==> src/hw/rtl/mbr_pkg.sv <==
package mbr_pkg;

    localparam int POS_W        = 10;
    localparam int TABLE_BASE   = 446;
    localparam int ENTRY_SIZE   = 16;
    localparam int NUM_ENTRIES  = 4;
    localparam int SECTOR_SIZE  = 512;
    localparam int ACTIVE_BIT   = 7;
    localparam int SECTOR_SHIFT = 9;
    localparam int SECT_W       = 32;
    localparam int BYTES_W      = SECT_W + SECTOR_SHIFT;
    localparam int SLOT_W       = 2;
    localparam int OFF_W        = 4;

    localparam logic [POS_W-1:0] TABLE_FIRST_POS = POS_W'(TABLE_BASE);
    localparam logic [POS_W-1:0] TABLE_END_POS   = POS_W'(TABLE_BASE + NUM_ENTRIES * ENTRY_SIZE);
    localparam logic [POS_W-1:0] LAST_SECTOR_POS = POS_W'(SECTOR_SIZE - 1);
    localparam logic [POS_W-1:0] POS_LIMIT       = POS_W'(SECTOR_SIZE);

    localparam logic [OFF_W-1:0] OFF_STATUS    = 4'd0;
    localparam logic [OFF_W-1:0] OFF_TYPE      = 4'd4;
    localparam logic [OFF_W-1:0] OFF_LAST_BYTE = 4'd15;
    localparam logic [1:0]       LANE_START    = 2'd2;
    localparam logic [1:0]       LANE_COUNT    = 2'd3;

    localparam logic [7:0] TYPE_CODE_RESET = 8'h47;

    typedef struct packed {
        logic              active;
        logic [7:0]        type_byte;
        logic [SECT_W-1:0] start_sector;
        logic [SECT_W-1:0] sector_count;
    } entry_t;

    localparam int ENTRY_W = $bits(entry_t);

    typedef struct packed {
        logic              en;
        logic [SLOT_W-1:0] addr;
        entry_t            data;
    } entry_wr_t;

    function automatic logic entry_unused(entry_t e, logic [7:0] code);
        return (e.start_sector == '0) && (e.sector_count == '0) && !e.active
            && (e.type_byte != code);
    endfunction

endpackage

==> src/hw/rtl/mbr_ram.sv <==
module mbr_ram #(
    parameter int WIDTH = 8,
    parameter int DEPTH = 4
) (
    input  logic                     clk,
    input  logic                     we,
    input  logic [$clog2(DEPTH)-1:0] waddr,
    input  logic [WIDTH-1:0]         wdata,
    input  logic                     re,
    input  logic [$clog2(DEPTH)-1:0] raddr,
    output logic [WIDTH-1:0]         rdata
);

    logic [WIDTH-1:0] mem [DEPTH];

    always_ff @(posedge clk)
    begin
        if (we)
        begin
            mem[waddr] <= wdata;
        end
        if (re)
        begin
            rdata <= mem[raddr];
        end
    end

endmodule

==> src/hw/rtl/mbr_entry_asm.sv <==
module mbr_entry_asm (
    input  logic              clk,
    input  logic              rst_n,
    input  logic              accept,
    input  logic [7:0]        byte_value,
    input  logic              end_of_image,
    output mbr_pkg::entry_wr_t wr,
    output logic              table_done
);

    logic [mbr_pkg::POS_W-1:0]  pos_reg;
    logic [mbr_pkg::POS_W-1:0]  pos_next;
    logic [mbr_pkg::POS_W-1:0]  rel;
    logic [mbr_pkg::OFF_W-1:0]  off;
    logic [mbr_pkg::SLOT_W-1:0] slot;
    logic                       in_table;
    logic                       active_reg;
    logic                       active_next;
    logic [7:0]                 type_reg;
    logic [7:0]                 type_next;
    logic [mbr_pkg::SECT_W-1:0] start_reg;
    logic [mbr_pkg::SECT_W-1:0] start_next;
    logic [mbr_pkg::SECT_W-1:0] count_reg;
    logic [mbr_pkg::SECT_W-1:0] count_next;

    assign rel      = pos_reg - mbr_pkg::TABLE_FIRST_POS;
    assign off      = rel[mbr_pkg::OFF_W-1:0];
    assign slot     = rel[mbr_pkg::OFF_W +: mbr_pkg::SLOT_W];
    assign in_table = (pos_reg >= mbr_pkg::TABLE_FIRST_POS) && (pos_reg < mbr_pkg::TABLE_END_POS);

    // Fields are gathered in registers; the whole entry goes to memory on its last byte.
    always_comb
    begin
        active_next = active_reg;
        type_next   = type_reg;
        start_next  = start_reg;
        count_next  = count_reg;
        if (accept && in_table)
        begin
            if (off == mbr_pkg::OFF_STATUS)
            begin
                active_next = byte_value[mbr_pkg::ACTIVE_BIT];
            end
            if (off == mbr_pkg::OFF_TYPE)
            begin
                type_next = byte_value;
            end
            if (off[3:2] == mbr_pkg::LANE_START)
            begin
                start_next[off[1:0]*8 +: 8] = byte_value;
            end
            if (off[3:2] == mbr_pkg::LANE_COUNT)
            begin
                count_next[off[1:0]*8 +: 8] = byte_value;
            end
        end
    end

    always_comb
    begin
        wr.en                = accept && in_table && (off == mbr_pkg::OFF_LAST_BYTE);
        wr.addr              = slot;
        wr.data.active       = active_next;
        wr.data.type_byte    = type_next;
        wr.data.start_sector = start_next;
        wr.data.sector_count = count_next;
    end

    assign table_done = accept && (pos_reg == mbr_pkg::LAST_SECTOR_POS);

    always_comb
    begin
        pos_next = pos_reg;
        if (accept)
        begin
            if (end_of_image)
            begin
                pos_next = '0;
            end
            else if (pos_reg < mbr_pkg::POS_LIMIT)
            begin
                pos_next = pos_reg + 1'b1;
            end
        end
    end

    always_ff @(posedge clk or negedge rst_n)
    begin
        if (!rst_n)
        begin
            pos_reg <= '0;
        end
        else
        begin
            pos_reg <= pos_next;
        end
    end

    always_ff @(posedge clk)
    begin
        active_reg <= active_next;
        type_reg   <= type_next;
        start_reg  <= start_next;
        count_reg  <= count_next;
    end

endmodule

==> src/hw/rtl/mbr_emit.sv <==
module mbr_emit (
    input  logic                        clk,
    input  logic                        rst_n,
    input  logic                        table_done,
    input  logic [7:0]                  type_code,
    input  mbr_pkg::entry_t             rdata,
    output logic                        re,
    output logic [mbr_pkg::SLOT_W-1:0]  raddr,
    output logic                        busy,
    output logic                        out_valid,
    input  logic                        out_stall,
    output logic [1:0]                  entry_index,
    output logic                        type_matches,
    output logic                        is_active,
    output logic [mbr_pkg::BYTES_W-1:0] start_bytes,
    output logic [mbr_pkg::BYTES_W-1:0] length_bytes,
    output logic                        last_record
);

    localparam logic [1:0] ST_IDLE  = 2'd0;
    localparam logic [1:0] ST_FIRST = 2'd1;
    localparam logic [1:0] ST_NEXT  = 2'd2;
    localparam logic [1:0] ST_LAST  = 2'd3;
    localparam logic [mbr_pkg::SLOT_W-1:0] SLOT_MAX = mbr_pkg::SLOT_W'(mbr_pkg::NUM_ENTRIES - 1);

    logic [1:0]                 state_reg;
    logic [1:0]                 state_next;
    logic [mbr_pkg::SLOT_W-1:0] rd_idx_reg;
    logic [mbr_pkg::SLOT_W-1:0] rd_idx_next;
    mbr_pkg::entry_t            cur_reg;
    mbr_pkg::entry_t            cur_next;
    logic [mbr_pkg::SLOT_W-1:0] cur_idx_reg;
    logic [mbr_pkg::SLOT_W-1:0] cur_idx_next;
    logic                       out_valid_reg;
    logic                       out_valid_next;
    logic                       out_free;
    logic                       load_out;
    logic                       load_last;
    logic                       rd_unused;

    logic [1:0]                 idx_out_reg;
    logic                       match_out_reg;
    logic                       active_out_reg;
    logic [mbr_pkg::BYTES_W-1:0] start_out_reg;
    logic [mbr_pkg::BYTES_W-1:0] length_out_reg;
    logic                       last_out_reg;

    assign out_free  = !out_valid_reg || !out_stall;
    assign rd_unused = mbr_pkg::entry_unused(rdata, type_code);

    // Entries are read one ahead so the record in hand knows whether it is the final one.
    // Memory read data holds while re is low, so a stalled output simply waits.
    always_comb
    begin
        state_next   = state_reg;
        rd_idx_next  = rd_idx_reg;
        cur_next     = cur_reg;
        cur_idx_next = cur_idx_reg;
        re           = 1'b0;
        raddr        = rd_idx_reg;
        load_out     = 1'b0;
        load_last    = 1'b0;
        case (state_reg)
            ST_IDLE:
            begin
                if (table_done)
                begin
                    re          = 1'b1;
                    raddr       = '0;
                    rd_idx_next = '0;
                    state_next  = ST_FIRST;
                end
            end
            ST_FIRST:
            begin
                if (rd_unused)
                begin
                    state_next = ST_IDLE;
                end
                else
                begin
                    cur_next     = rdata;
                    cur_idx_next = rd_idx_reg;
                    re           = 1'b1;
                    raddr        = rd_idx_reg + 1'b1;
                    rd_idx_next  = rd_idx_reg + 1'b1;
                    state_next   = ST_NEXT;
                end
            end
            ST_NEXT:
            begin
                if (out_free)
                begin
                    load_out  = 1'b1;
                    load_last = rd_unused;
                    if (rd_unused)
                    begin
                        state_next = ST_IDLE;
                    end
                    else
                    begin
                        cur_next     = rdata;
                        cur_idx_next = rd_idx_reg;
                        if (rd_idx_reg == SLOT_MAX)
                        begin
                            state_next = ST_LAST;
                        end
                        else
                        begin
                            re          = 1'b1;
                            raddr       = rd_idx_reg + 1'b1;
                            rd_idx_next = rd_idx_reg + 1'b1;
                        end
                    end
                end
            end
            ST_LAST:
            begin
                if (out_free)
                begin
                    load_out   = 1'b1;
                    load_last  = 1'b1;
                    state_next = ST_IDLE;
                end
            end
            default:
            begin
                state_next = ST_IDLE;
            end
        endcase
    end

    always_comb
    begin
        out_valid_next = out_valid_reg;
        if (load_out)
        begin
            out_valid_next = 1'b1;
        end
        else if (!out_stall)
        begin
            out_valid_next = 1'b0;
        end
    end

    always_ff @(posedge clk or negedge rst_n)
    begin
        if (!rst_n)
        begin
            state_reg     <= ST_IDLE;
            rd_idx_reg    <= '0;
            out_valid_reg <= 1'b0;
        end
        else
        begin
            state_reg     <= state_next;
            rd_idx_reg    <= rd_idx_next;
            out_valid_reg <= out_valid_next;
        end
    end

    always_ff @(posedge clk)
    begin
        cur_reg     <= cur_next;
        cur_idx_reg <= cur_idx_next;
        if (load_out)
        begin
            idx_out_reg    <= cur_idx_reg;
            match_out_reg  <= (cur_reg.type_byte == type_code);
            active_out_reg <= cur_reg.active;
            start_out_reg  <= {cur_reg.start_sector, {mbr_pkg::SECTOR_SHIFT{1'b0}}};
            length_out_reg <= {cur_reg.sector_count, {mbr_pkg::SECTOR_SHIFT{1'b0}}};
            last_out_reg   <= load_last;
        end
    end

    assign busy         = (state_reg != ST_IDLE);
    assign out_valid    = out_valid_reg;
    assign entry_index  = idx_out_reg;
    assign type_matches = match_out_reg;
    assign is_active    = active_out_reg;
    assign start_bytes  = start_out_reg;
    assign length_bytes = length_out_reg;
    assign last_record  = last_out_reg;

endmodule

==> src/hw/rtl/mbr_partition_table_parser.sv <==
// MBR partition table parser.
// Input channel: one image byte per beat (byte_value, end_of_image) on in_valid / in_stall.
// Output channel: one partition record per beat on out_valid / out_stall.
// Configuration: cfg_write_en loads cfg_write_data as the recognized type code
// (0x47 after reset); write it only while no image is in flight.
// Bytes are taken one per cycle while in_stall is low. The four table entries are
// gathered into a four-entry memory, one write per completed 16-byte entry. On
// the 512th byte the block reads the memory one entry per cycle unless the output
// stalls, one entry ahead of the record it is building, and stalls its input until
// the last record sits in the output register: each entry is read from memory,
// held as the record in hand, then loaded into the output register, and the next
// records follow one per cycle while out_stall is low.
// Up to four records follow per image; output ends before the first unused entry.
// A stalled record holds in the output register; the sequencer waits behind it.
// Reset clears the byte position, the sequencer and the output valid; the entry
// memory needs no clearing since every entry is rewritten before it is read.
module mbr_partition_table_parser (
    input  logic        clk,
    input  logic        rst_n,
    input  logic        cfg_write_en,
    input  logic [7:0]  cfg_write_data,
    input  logic        in_valid,
    output logic        in_stall,
    input  logic [7:0]  byte_value,
    input  logic        end_of_image,
    output logic        out_valid,
    input  logic        out_stall,
    output logic [1:0]  entry_index,
    output logic        type_matches,
    output logic        is_active,
    output logic [40:0] start_bytes,
    output logic [40:0] length_bytes,
    output logic        last_record
);

    logic                       accept;
    logic                       busy;
    logic                       table_done;
    logic [7:0]                 type_code_reg;
    mbr_pkg::entry_wr_t         wr;
    logic                       re;
    logic [mbr_pkg::SLOT_W-1:0] raddr;
    logic [mbr_pkg::ENTRY_W-1:0] rdata_raw;
    mbr_pkg::entry_t            rdata;

    assign in_stall = busy;
    assign accept   = in_valid && !busy;
    assign rdata    = mbr_pkg::entry_t'(rdata_raw);

    always_ff @(posedge clk or negedge rst_n)
    begin
        if (!rst_n)
        begin
            type_code_reg <= mbr_pkg::TYPE_CODE_RESET;
        end
        else if (cfg_write_en)
        begin
            type_code_reg <= cfg_write_data;
        end
    end

    mbr_entry_asm u_asm (
        .clk          (clk),
        .rst_n        (rst_n),
        .accept       (accept),
        .byte_value   (byte_value),
        .end_of_image (end_of_image),
        .wr           (wr),
        .table_done   (table_done)
    );

    mbr_ram #(
        .WIDTH (mbr_pkg::ENTRY_W),
        .DEPTH (mbr_pkg::NUM_ENTRIES)
    ) u_ram (
        .clk   (clk),
        .we    (wr.en),
        .waddr (wr.addr),
        .wdata (wr.data),
        .re    (re),
        .raddr (raddr),
        .rdata (rdata_raw)
    );

    mbr_emit u_emit (
        .clk          (clk),
        .rst_n        (rst_n),
        .table_done   (table_done),
        .type_code    (type_code_reg),
        .rdata        (rdata),
        .re           (re),
        .raddr        (raddr),
        .busy         (busy),
        .out_valid    (out_valid),
        .out_stall    (out_stall),
        .entry_index  (entry_index),
        .type_matches (type_matches),
        .is_active    (is_active),
        .start_bytes  (start_bytes),
        .length_bytes (length_bytes),
        .last_record  (last_record)
    );

endmodule

==> config.mk <==
export PLATFORM = sky130hd
export DESIGN_NAME = mbr_partition_table_parser
export DESIGN_NICKNAME = d
export VERILOG_FILES = /design/src/hw/rtl/mbr_pkg.sv /design/src/hw/rtl/mbr_ram.sv /design/src/hw/rtl/mbr_entry_asm.sv /design/src/hw/rtl/mbr_emit.sv /design/src/hw/rtl/mbr_partition_table_parser.sv
export SDC_FILE = /design/constraint.sdc
export NUM_CORES = 1
export LEC_CHECK = 0
export ABC_AREA = 1
export BUFFER_PORTS_ARGS = -buffer_cell sky130_fd_sc_hd__buf_2
export CORE_MARGIN = 2
export CORE_UTILIZATION = 55
export DETAILED_ROUTE_END_ITERATION = 10
export PLACE_DENSITY = 0.71
export REMOVE_ABC_BUFFERS = 1
export SYNTH_ARGS = -nofsm -noshare
export SYNTH_HDL_FRONTEND = slang
export SYNTH_SLANG_ARGS = --single-unit
==> constraint.sdc <==
create_clock -name clk -period 14.4 [get_ports clk]
set_input_delay 0 -clock clk [delete_from_list [all_inputs] [get_ports clk]]
set_output_delay 0 -clock clk [all_outputs]
set_load 0.02 [all_outputs]
==> flow_summary.toml <==
[synth]
synth_enable_flop_cells = 509
yosys_most_used_dff = "edfxtp_1"
ys_types = 46
netlist_area_um2 = 24100
yosysWarnings = 0
synthCells = 2049
synth_seq_cells = 605
synthArstFlopShare_pct = 3.802
synth.avg_cell_area_um2 = 11.76
ys_seq_area_share_pct = 71.89

[worst_setup_path]
worst_path_dominant_cell_family = "simple AND/OR/NAND/NOR gates"
rr_startpoint = "u_asm.pos_reg[1]$_DFFE_PN0P_"
crit_chain = "ha_1 > nand2_1 > nor2_1 > nand2_1 > o21ai_1 > o2bb2ai_2 > nand4_1 > inv_1 > nand3_1 > nor2_4 > buf_4"
slowest_stage = "nor2_4"
critPathMaxStageDelay_ns = 0.94
startpoint_type = "flip-flop"
worstPathRequired_ns = 14.64
path_max_fanout = 42
path_buf_inv = 2
criticalPathCategory = "reg2reg"
worst_ep_arrival_time_ns = 4.45
crit_start = "u_asm.pos_reg[1]$_DFFE_PN0P_"
cp_common_cell = "nand2_1"
cp-end-kind = "flip-flop"

[power_and_ir_drop]
p_leak_uw = 0.01162
power.total_uw = 5773
power_frac_comb_pct = 29.3
internal-power_uw = 3759
switchingPower_uw = 2014
p_sw_share_pct = 34.89
irDropWorstVdd_v = 0.0002059
power_frac_clock_pct = 26.0
p_seq_share_pct = 44.7
cellPowerDensity_nw_per_um2 = 212.2

[layout]
n_fill_cell = 3228
mostFrequentLayoutCell = "edfxtp_1"
regArea_um2 = 17330
nNetsFinal = 2213
mostFrequentLayoutCells = "509 x edfxtp_1, 416 x inv_1, 341 x nand2_1, 319 x nand3_1, 92 x buf_2"
multi_input_area_um2 = 4697
post-route-util_pct = 63.01
drive_gt1_share_pct = 11.01
largest_register_ffs = 292
stdcell_count = 2810
finalInstanceArea_um2 = 27200
area.growth.synth_to_final_pct = 12.87
antenna_cells = 0

[clock_network]
path_clk_slew_ns = 0.06
cts_root_buf = "clkbuf_16"
worstSkewPairLatency_ns = 0.62
cts_tree = "built"
cts_setup_buffers = 0
cts.sinks = 605
ctsLongestPathBuffers = 3
htree_levels = 2
cts_buffers = 57

[sta]
rsz0062_at_grt = "no"
finalClockSkew_ns = 0.02940
fmax_mhz = 237.5
finalCriticalPeriod_ns = 4.210
fin_crit_sh_pct = 29.24
fin_setup_tns_ns = 0
worst_slew_pin_slew_ns = 1.188
setup_viol = 0
finalHoldViolCount = 0
max_slew_margin_pct = 20.60
drv_slew = 0

[global_routing]
antenna_found_initial = 0
grt_util_all_layers_pct = 22.55
grt_pass1_vias = 14353
grt_start_max_net_pins = 148
overflow = 0
grt_pass1_wl_um = 77910

[hold_path]
hold_start = "out_stall"
min_path_type = "in2reg"

[placement]
post_dp_cell_area_um2 = 24920
io_buffers = 92
dpl.cell_count = 2664
dp_hpwl_um = 29160
place.gp.congestion = 0.9020

[drt]
antenna_left = 0
vias_per_cell = 5.235
drtIter0Drc = 1422
drtPass1Iterations = 5
dr_total_vias = 14711
routed_wirelength_um = 50500
route.detailed.drc = 0
wl_per_cell_um = 17.97

[floorplan]
die_area_um2 = 45510
start_util_pct = 55.83
rows = 76
die-height_um = 213.3
io_pins = 111
die_x_um = 213.3
core_area_um2 = 43170

[outcome]
status = "complete, no violations"

[job]
cap_violations = 0
layout make-up:
class / instances / share of cell area [%]
Sequential cell: 605 / 63.69
Multi-Input combinational cell: 942 / 17.27
Clock buffer: 80 / 5.975
Inverter: 426 / 5.878
Timing Repair Buffer: 145 / 3.514
Tap cell: 585 / 2.691
Clock inverter: 27 / 0.9843
metrics by stage:
step / worst slack, ns / hold slack [ns]
global placement: 10.32 / 0.03176
global route: 9.901 / 0.3280
CTS: 10.22 / 0.2571
finish: 10.19 / 0.2976
floorplan: 8.312 / -0.2956
detailed placement: 10.27 / 0.02771
cell families after synthesis:
logic type | share of synthesized area (%)
other | 0.01556
AO/OA/AOI/OAI | 2.772
adder cells (fa/ha/maj) | 0.7268
XOR/XNOR | 0.2907
multiplexers | 0.3271
AND/OR/NAND/NOR | 14.68
buffers and inverters | 9.298
flip-flops | 71.89
Yosys cell counts (3+ instances only):
master / n / area share, %
o21a_1: 3 / 0.093
dfxtp_1: 73 / 6.1
mux2_2: 7 / 0.33
buf_4: 43 / 1.3
inv_1: 416 / 6.5
nand3_1: 319 / 6.6
nand2_1: 344 / 5.4
nand4_1: 10 / 0.26
dfstp_2: 4 / 0.44
nand2_2: 4 / 0.10
nor3_1: 8 / 0.17
buf_6: 13 / 0.61
inv_2: 7 / 0.11
o22ai_1: 40 / 1.0
xnor2_1: 8 / 0.29
nor2_1: 91 / 1.4
nor3_2: 8 / 0.33
dfrtp_1: 19 / 2.0
ha_1: 14 / 0.73
o21ai_0: 23 / 0.48
o32ai_1: 16 / 0.58
a21oi_1: 9 / 0.19
edfxtp_1: 509 / 63
clkinv_1: 3 / 0.047
buf_2: 27 / 0.56
clkbuf_1: 8 / 0.12
path summary, 6_finish.rpt:
path / endpoint / slack, ns / cells past startpoint
max reg2reg: u_ram.mem[3][42]$_DFFE_PP_ / 10.19 / 11
max: u_ram.mem[3][42]$_DFFE_PP_ / 10.19 / 11
min in group asynchronous: type_code_reg[1]$_DFFE_PN1P_ / 0.50 / 3
min reg2reg: u_emit.start_bytes[34]$_DFFE_PP_ / 0.41 / 0
max in group asynchronous: u_emit.rd_idx_reg[0]$_DFF_PN0_ / 12.41 / 4
min: u_emit.out_valid$_DFFE_PN0P_ / 0.30 / 4
power by group through the flow:
stage | logic (µW) | clock network [µW] | registers [µW]
after global placement | 1620 | 0 | 2600
after CTS | 1710 | 1520 | 2580
after detailed placement | 1680 | 0 | 2610
after global routing | 1890 | 1590 | 2610
final | 1690 | 1500 | 2580
after floorplan | 1110 | 0 | 2670
timing repair:
item,in CTS,in global routing
hold buffers,39,0
hold endpoints to repair,134,0
resized for setup,0,0
setup endpoints to repair,0,0
routing by layer:
metal / vias to the layer above / global-route usage [%] / share of wire [%]
li1: 7018 / - / -
met1: 7070 / 29.86 / 41
met2: 524 / 37.96 / 49
met3: 99 / 3.808 / 6.5
met4: 0 / 7.950 / 2.9
met5: - / 0 / 0
worst reg2reg max path, cell delays in order (launching register included):
cell       delay (ns)
dfrtp_1          0.50
ha_1             0.24
nand2_1          0.09
nor2_1           0.13
nand2_1          0.12
o21ai_1          0.16
o2bb2ai_2        0.15
nand4_1          0.39
inv_1            0.18
nand3_1          0.19
nor2_4           0.94
buf_4            0.72
Note: power is estimated with default switching activity, not from simulation.
